**config.mk**
```make
export PLATFORM = sky130hd
export DESIGN_NAME = cube_map_face_uv_select
export DESIGN_NICKNAME = d
export VERILOG_FILES = /design/src/rtl/core/cmfuv_pkg.sv /design/src/rtl/core/cmfuv_front.sv /design/src/rtl/core/cmfuv_div_cell.sv /design/src/rtl/core/cube_map_face_uv_select.sv
export SDC_FILE = /design/constraint.sdc
export NUM_CORES = 2
export LEC_CHECK = 0
export BUFFER_PORTS_ARGS = -buffer_cell sky130_fd_sc_hd__buf_2
export CORE_AREA = 8 8 555 557
export DETAILED_ROUTE_END_ITERATION = 8
export DIE_AREA = 0 0 563 565
export SLEW_MARGIN = 5
export SYNTH_ARGS = -nofsm -noshare
export SYNTH_HDL_FRONTEND = slang
export SYNTH_HIERARCHICAL = 1
export SYNTH_SLANG_ARGS = --single-unit
```
**constraint.sdc**
```tcl
create_clock -name clock -period 8.2 [get_ports clock]
set_clock_uncertainty 0.1 [all_clocks]
set_input_delay 2.05 -clock clock [delete_from_list [all_inputs] [get_ports clock]]
set_output_delay 2.05 -clock clock [all_outputs]
set_load 0.05 [all_outputs]
```
**src/rtl/core/cmfuv_pkg.sv**
```systemverilog
`default_nettype none
package cmfuv_pkg;

   localparam int CompBits  = 16;
   localparam int CoordBits = 16;
   localparam int DenBits   = CompBits + 1;
   localparam int NumBits   = DenBits + CoordBits;
   localparam int ExtBits   = CompBits + 2;
   localparam int Latency   = CoordBits + 1;

   typedef enum logic [2:0] {
      FACE_POS_X = 3'd0,
      FACE_NEG_X = 3'd1,
      FACE_POS_Y = 3'd2,
      FACE_NEG_Y = 3'd3,
      FACE_POS_Z = 3'd4,
      FACE_NEG_Z = 3'd5
   } face_type;

   typedef enum logic [1:0] {
      MODE_DIV  = 2'd0,
      MODE_ZERO = 2'd1,
      MODE_FULL = 2'd2,
      MODE_HALF = 2'd3
   } mode_type;

   typedef struct packed {
      mode_type               mode;
      logic [DenBits-1:0]     rem;
      logic [CoordBits-1:0]   low;
      logic [DenBits-1:0]     den;
      logic [CoordBits-1:0]   quo;
   } lane_type;

   typedef struct packed {
      logic     vld;
      face_type face;
      lane_type u;
      lane_type v;
   } word_type;

endpackage
`default_nettype wire

```
**src/rtl/core/cmfuv_front.sv**
```systemverilog
`default_nettype none
module cmfuv_front
   import cmfuv_pkg::*;
(
   input  wire logic                clock,
   input  wire logic                reset,
   input  wire logic                take,
   input  wire logic [CompBits-1:0] dir_x,
   input  wire logic [CompBits-1:0] dir_y,
   input  wire logic [CompBits-1:0] dir_z,
   output word_type                 word_out
);

   word_type word_ff, word_in;

   function automatic lane_type setup_lane(input logic signed [ExtBits-1:0] n,
                                           input logic signed [ExtBits-1:0] m,
                                           input logic flip);
      lane_type                    l;
      logic signed [ExtBits-1:0]   nn;
      logic signed [ExtBits-1:0]   t;
      logic signed [ExtBits-1:0]   m2;
      logic [DenBits-1:0]          t17;
      logic [NumBits-1:0]          num;
      nn  = flip ? -n : n;
      t   = nn + m;
      m2  = m <<< 1;
      t17 = t[DenBits-1:0];
      num = {t17, {CoordBits{1'b0}}} - {{CoordBits{1'b0}}, t17};
      l.rem = num[NumBits-1:CoordBits];
      l.low = num[CoordBits-1:0];
      l.den = m2[DenBits-1:0];
      l.quo = '0;
      if (m == '0) begin
         if (nn > 0)      l.mode = MODE_FULL;
         else if (nn < 0) l.mode = MODE_ZERO;
         else             l.mode = MODE_HALF;
      end else if (t <= 0) begin
         l.mode = MODE_ZERO;
      end else if (t >= m2) begin
         l.mode = MODE_FULL;
      end else begin
         l.mode = MODE_DIV;
      end
      return l;
   endfunction

   logic signed [ExtBits-1:0] x, y, z, ax, ay, az;

   always_comb begin
      x  = signed'({{2{dir_x[CompBits-1]}}, dir_x});
      y  = signed'({{2{dir_y[CompBits-1]}}, dir_y});
      z  = signed'({{2{dir_z[CompBits-1]}}, dir_z});
      ax = (x < 0) ? -x : x;
      ay = (y < 0) ? -y : y;
      az = (z < 0) ? -z : z;
      word_in.vld = take;
      if (ax > ay && ax > az) begin
         word_in.face = (x > 0) ? FACE_POS_X : FACE_NEG_X;
         word_in.u    = setup_lane(z, ax, !(x > 0));
         word_in.v    = setup_lane(y, ax, 1'b0);
      end else if (ay > ax && ay > az) begin
         word_in.face = (y > 0) ? FACE_POS_Y : FACE_NEG_Y;
         word_in.u    = setup_lane(x, ay, 1'b0);
         word_in.v    = setup_lane(z, ay, !(y > 0));
      end else begin
         word_in.face = (z > 0) ? FACE_POS_Z : FACE_NEG_Z;
         word_in.u    = setup_lane(x, az, z > 0);
         word_in.v    = setup_lane(y, az, 1'b0);
      end
   end

   always_ff @(posedge clock) begin
      word_ff <= word_in;
      if (reset) word_ff.vld <= 1'b0;
   end

   assign word_out = word_ff;

endmodule
`default_nettype wire

```
**src/rtl/core/cmfuv_div_cell.sv**
```systemverilog
`default_nettype none
module cmfuv_div_cell
   import cmfuv_pkg::*;
(
   input  wire logic clock,
   input  wire logic reset,
   input  word_type  word_in_p,
   output word_type  word_out
);

   word_type word_ff, word_in;

   function automatic lane_type step(input lane_type l);
      lane_type           r;
      logic [DenBits:0]   r2;
      logic               b;
      r  = l;
      r2 = {l.rem, l.low[CoordBits-1]};
      b  = (r2 >= {1'b0, l.den});
      r2 = b ? r2 - {1'b0, l.den} : r2;
      r.rem = r2[DenBits-1:0];
      r.low = {l.low[CoordBits-2:0], 1'b0};
      r.quo = {l.quo[CoordBits-2:0], b};
      return r;
   endfunction

   always_comb begin
      word_in   = word_in_p;
      word_in.u = step(word_in_p.u);
      word_in.v = step(word_in_p.v);
   end

   always_ff @(posedge clock) begin
      word_ff <= word_in;
      if (reset) word_ff.vld <= 1'b0;
   end

   assign word_out = word_ff;

endmodule
`default_nettype wire

```
**src/rtl/core/cube_map_face_uv_select.sv**
```systemverilog
`default_nettype none
// Cube map face select: takes one direction per cycle (busy is always low) and
// returns its face and u/v coordinates, registered in the setup stage and then in
// each divider cell, on a one-cycle rsp_valid strobe. The divider chain has one cell
// per quotient bit after one setup stage; the receiver cannot stall the block.
module cube_map_face_uv_select
   import cmfuv_pkg::*;
(
   input  wire logic                 clock,
   input  wire logic                 reset,
   input  wire logic                 start,
   output logic                      busy,
   input  wire logic [CompBits-1:0]  req_dir_x,
   input  wire logic [CompBits-1:0]  req_dir_y,
   input  wire logic [CompBits-1:0]  req_dir_z,
   output logic                      rsp_valid,
   output logic [2:0]                rsp_face,
   output logic [CoordBits-1:0]      rsp_coord_u,
   output logic [CoordBits-1:0]      rsp_coord_v
);

   word_type chain [CoordBits+1];

   cmfuv_front u_front (
      .clock    (clock),
      .reset    (reset),
      .take     (start),
      .dir_x    (req_dir_x),
      .dir_y    (req_dir_y),
      .dir_z    (req_dir_z),
      .word_out (chain[0])
   );

   for (genvar i = 0; i < CoordBits; i++) begin : g_cell
      cmfuv_div_cell u_cell (
         .clock     (clock),
         .reset     (reset),
         .word_in_p (chain[i]),
         .word_out  (chain[i+1])
      );
   end

   function automatic logic [CoordBits-1:0] finish(input lane_type l);
      logic [CoordBits-1:0] c;
      case (l.mode)
         MODE_DIV:  c = l.quo;
         MODE_ZERO: c = '0;
         MODE_FULL: c = '1;
         default:   c = {1'b0, {(CoordBits-1){1'b1}}};
      endcase
      return c;
   endfunction

   assign busy        = 1'b0;
   assign rsp_valid   = chain[CoordBits].vld;
   assign rsp_face    = chain[CoordBits].face;
   assign rsp_coord_u = finish(chain[CoordBits].u);
   assign rsp_coord_v = finish(chain[CoordBits].v);

`ifndef SYNTHESIS
   a_face_range : assert property (@(posedge clock) disable iff (reset)
      rsp_valid |-> (rsp_face <= FACE_NEG_Z))
      else $error("face out of range");
   a_strobe_origin : assert property (@(posedge clock) disable iff (reset)
      rsp_valid |-> $past(start, Latency))
      else $error("result without a request");
   a_z_face : assert property (@(posedge clock) disable iff (reset)
      (rsp_valid && $past(start && req_dir_x == '0 && req_dir_y == '0, Latency))
      |-> (rsp_face == FACE_POS_Z || rsp_face == FACE_NEG_Z))
      else $error("Z face expected");
`endif

endmodule
`default_nettype wire
```
==> summary.md <==
| Metric | Value |
|---|---|
| Outcome | complete, no violations |
| Max-slew headroom | about a quarter |
| Pin count of the biggest net entering global routing | 63 |
| Resized Gates After CTS | 0 |
| Layer with the highest usage | met2 |
| Post-DRT Antenna Nets | 0 |
| Arrival @ worst endpoint | 7.88 ns |
| Leakage power | roughly 44 nW |
| Worst R2R Path Depth | 8 |
| Clock sinks | between 1,500 and 2,000 |
| Worst IR Drop VDD | just under 0.0002 V |
| Critical Path End | u_front/word_out[127] |
| DR iter-0 viols | about 4,700 |
| Syn Std Cell Area | about 90,000 um2 |
| Final weighted congestion in routability-driven placement | approximately 1 |
| Number of vias per cell | between 4 and 5 |
| Final setup vio count | 0 |
| Met2 Use GR | about a quarter |
| Worst Hold Class | reg2reg |
| Clk_lat worst skew | between 0.8 and 0.9 ns |
| Post-CTS Setup Bufs | 0 |
| TritonCTS buffer count | 197 |
| H-tree depth | 4 |
| I/O pin count | 88 |
| Met1 usage | 18.66% |
| Crit share post-route | approximately nine tenths |
| Critical path class | in2reg |
| Startpoint Class | input pin |
| Pwr/cell area | a little under 500 nW/um2 |
| Endpoint type of the worst setup path | flip-flop |
| Total gr overflow | 0 |
| Slew @ Worst Pin | 1.127 ns |
| Hpwl dp | 193,900 um |
| Layout cell share with drive strength beyond 1 | 10.98% |
| Final Critical Period | 7.226 ns |
| Bufs on Longest Clock Path | 4 |
| Final slew viol count | 0 |
| Flop2flop setup slack | between 4 and 5 ns |
| Total power | around 0.049 W |
| Die ar. | roughly 320,000 um2 |
| Layout Nets | around 11,000 |
| Fill count | 30,788 |
| Unrepaired setup endpoints after global routing | false |
| Yosys warns | 6 |
| Detailed-route via count | a little under 70,000 |
| Vias in the first global route | between 60,000 and 70,000 |
| Initial core utilization | between 20 and 30% |
| Initial antenna violation count | 14 |
| Fin. Hold Viols | 0 |
| Setup TNS Final | 0 ns |
| M3 GR Usage | roughly 2.7% |
| Die height | between 500 and 600 um |
| Hold_buf cts | 0 |
| Max Clock Freq | between 100 and 150 MHz |
| Clock-pin slew on the worst setup and hold paths | 0.07 ns |
| Syn Inst Count | approximately 9,400 |
| Reg2reg end | g_cell[5].u_cell/word_out[55] |
| First-pass GRT wire length | between 300,000 and 400,000 um |
| Worst R2R Start | g_cell[4].u_cell/word_out[20] |
| Total iterations of the first detailed-routing run | 6 |
| TritonCTS clock tree | done |
| Rows | ~200 |
| Wirelength, routed | around 250,000 um |
| Die X-Extent | around 560 um |
| Routed WL per cell | 17.90 um |
| Buffers on Ports | 86 |
| Critical path startpoint | req_dir_x[0] |
| HP Start | g_cell[6].u_cell/word_out[44] |
| Clk Tree Root Cell | clkbuf_16 |
| Syn_area_per_cell | around 9.4 um2 |
| Global-route usage over all layers | roughly 15% |
| Max-Cap Viols | 0 |
| # DRC | 0 |
| Crit-path max FO | 10 |
| Layout Area Growth over Synthesis | 14.01% |
| Placeable Area | between 200,000 and 300,000 um2 |
| Req. time, crit path | 8.85 ns |
## placed cells by master (no fill, tap or decap), types with 41 or more instances in the layout
cell type	n
dfxtp_1	1750
inv_1	859
ha_1	822
a21oi_1	739
nor2_1	507
nand2_1	507
o21ai_0	448
xnor2_1	386
a21o_1	286
xor2_1	236
buf_4	205
clkbuf_16	198
mux2_2	178
nor3_1	168
nand3_1	156
nand4_1	131
nor2b_1	104
nand2b_1	101
o31ai_1	96
buf_2	86
mux2_4	77
a211oi_1	75
o211ai_1	73
or3_1	72
nor4_1	69
a31oi_1	68
o21a_1	60
and3_1	59
o21bai_1	57
a21boi_0	53
mux2i_1	50
a22oi_1	45
a211o_1	44
or4_1	44
and2_1	41
## where the power goes
group / leakage [nW] / switching [W] / internal, W
sequential: 14.7 / 0.00162 / 0.0121
combinational: 25.7 / 0.0145 / 0.0113
clock: 3.29 / 0.00363 / 0.00543
## stage by stage
step / worst slack (ns) / instances / area, um2 / hold WS, ns / utilization, %
after detailed placement: 0.2499 / 13379 / 93760 / 0.2121 / 31.38
after global routing: 0.6870 / 13738 / 100600 / 0.1673 / 33.66
after floorplan: 0.3345 / 9422 / 88240 / 0.2096 / -
after CTS: 1.146 / 13738 / 100600 / 0.1598 / 33.66
final: 0.9735 / 13740 / 100600 / 0.1769 / 33.66
after global placement: 0.2648 / 13379 / 93760 / 0.2095 / 31.38
## state kept, by name, summed over array words and instances (netlist names)
name,cells
u_front/word_out,90
g_cell.u_cell/word_out,1660
## per-layer routing
layer  share of wire [%]  vias to the layer above
li1                    -                    34017
met1                  44                    31789
met5               0.018                        -
met4                 4.8                        6
met3                 6.0                      615
met2                  45                     1949
## worst min-delay path by stage
stage | to | slack, ns | depth (start not counted)
3_3_place_gp | g_cell[12].u_cell/word_out[8] | 0.21 | 0
4_1_cts | g_cell[7].u_cell/word_out[45] | 0.16 | 0
3_5_place_dp | g_cell[0].u_cell/word_out[102] | 0.21 | 0
5_1_grt | g_cell[7].u_cell/word_out[45] | 0.17 | 0
2_1_floorplan | g_cell[0].u_cell/word_out[102] | 0.21 | 0
6_report | g_cell[7].u_cell/word_out[45] | 0.18 | 0
## cell type report
cell class | instances | area [um2] | area share, %
Sequential cell | 1750 | 35030 | 34.84
Clock buffer | 259 | 5454 | 5.423
Clock inverter | 100 | 1346 | 1.339
Timing Repair Buffer | 298 | 2110 | 2.098
Inverter | 882 | 3328 | 3.309
Tap cell | 3958 | 4952 | 4.924
Antenna cell | 2 | 5.005 | 0.004977
Multi-Input combinational cell | 6491 | 48340 | 48.07
## critical path: stages
cell and delay (ns):
buf_2 0.11, inv_1 0.08, ha_1 0.19, nor3b_1 0.33
nand3_1 0.18, or3_1 0.41, ha_1 0.39, mux2_2 0.37
fa_1 0.39, a211oi_1 0.31, o211ai_1 0.21, a21oi_1 0.24
o31a_1 0.25, o21bai_1 0.09, a21oi_1 0.17, xnor2_1 0.14
buf_4 0.17, inv_1 0.05, ha_1 0.18, or3_1 0.36
nor2_1 0.13, nand2_1 0.11, a31oi_1 0.22, buf_4 0.17
nand2_1 0.07, xnor2_1 0.14, a221oi_1 0.35
(Power assumes the default switching activity.)
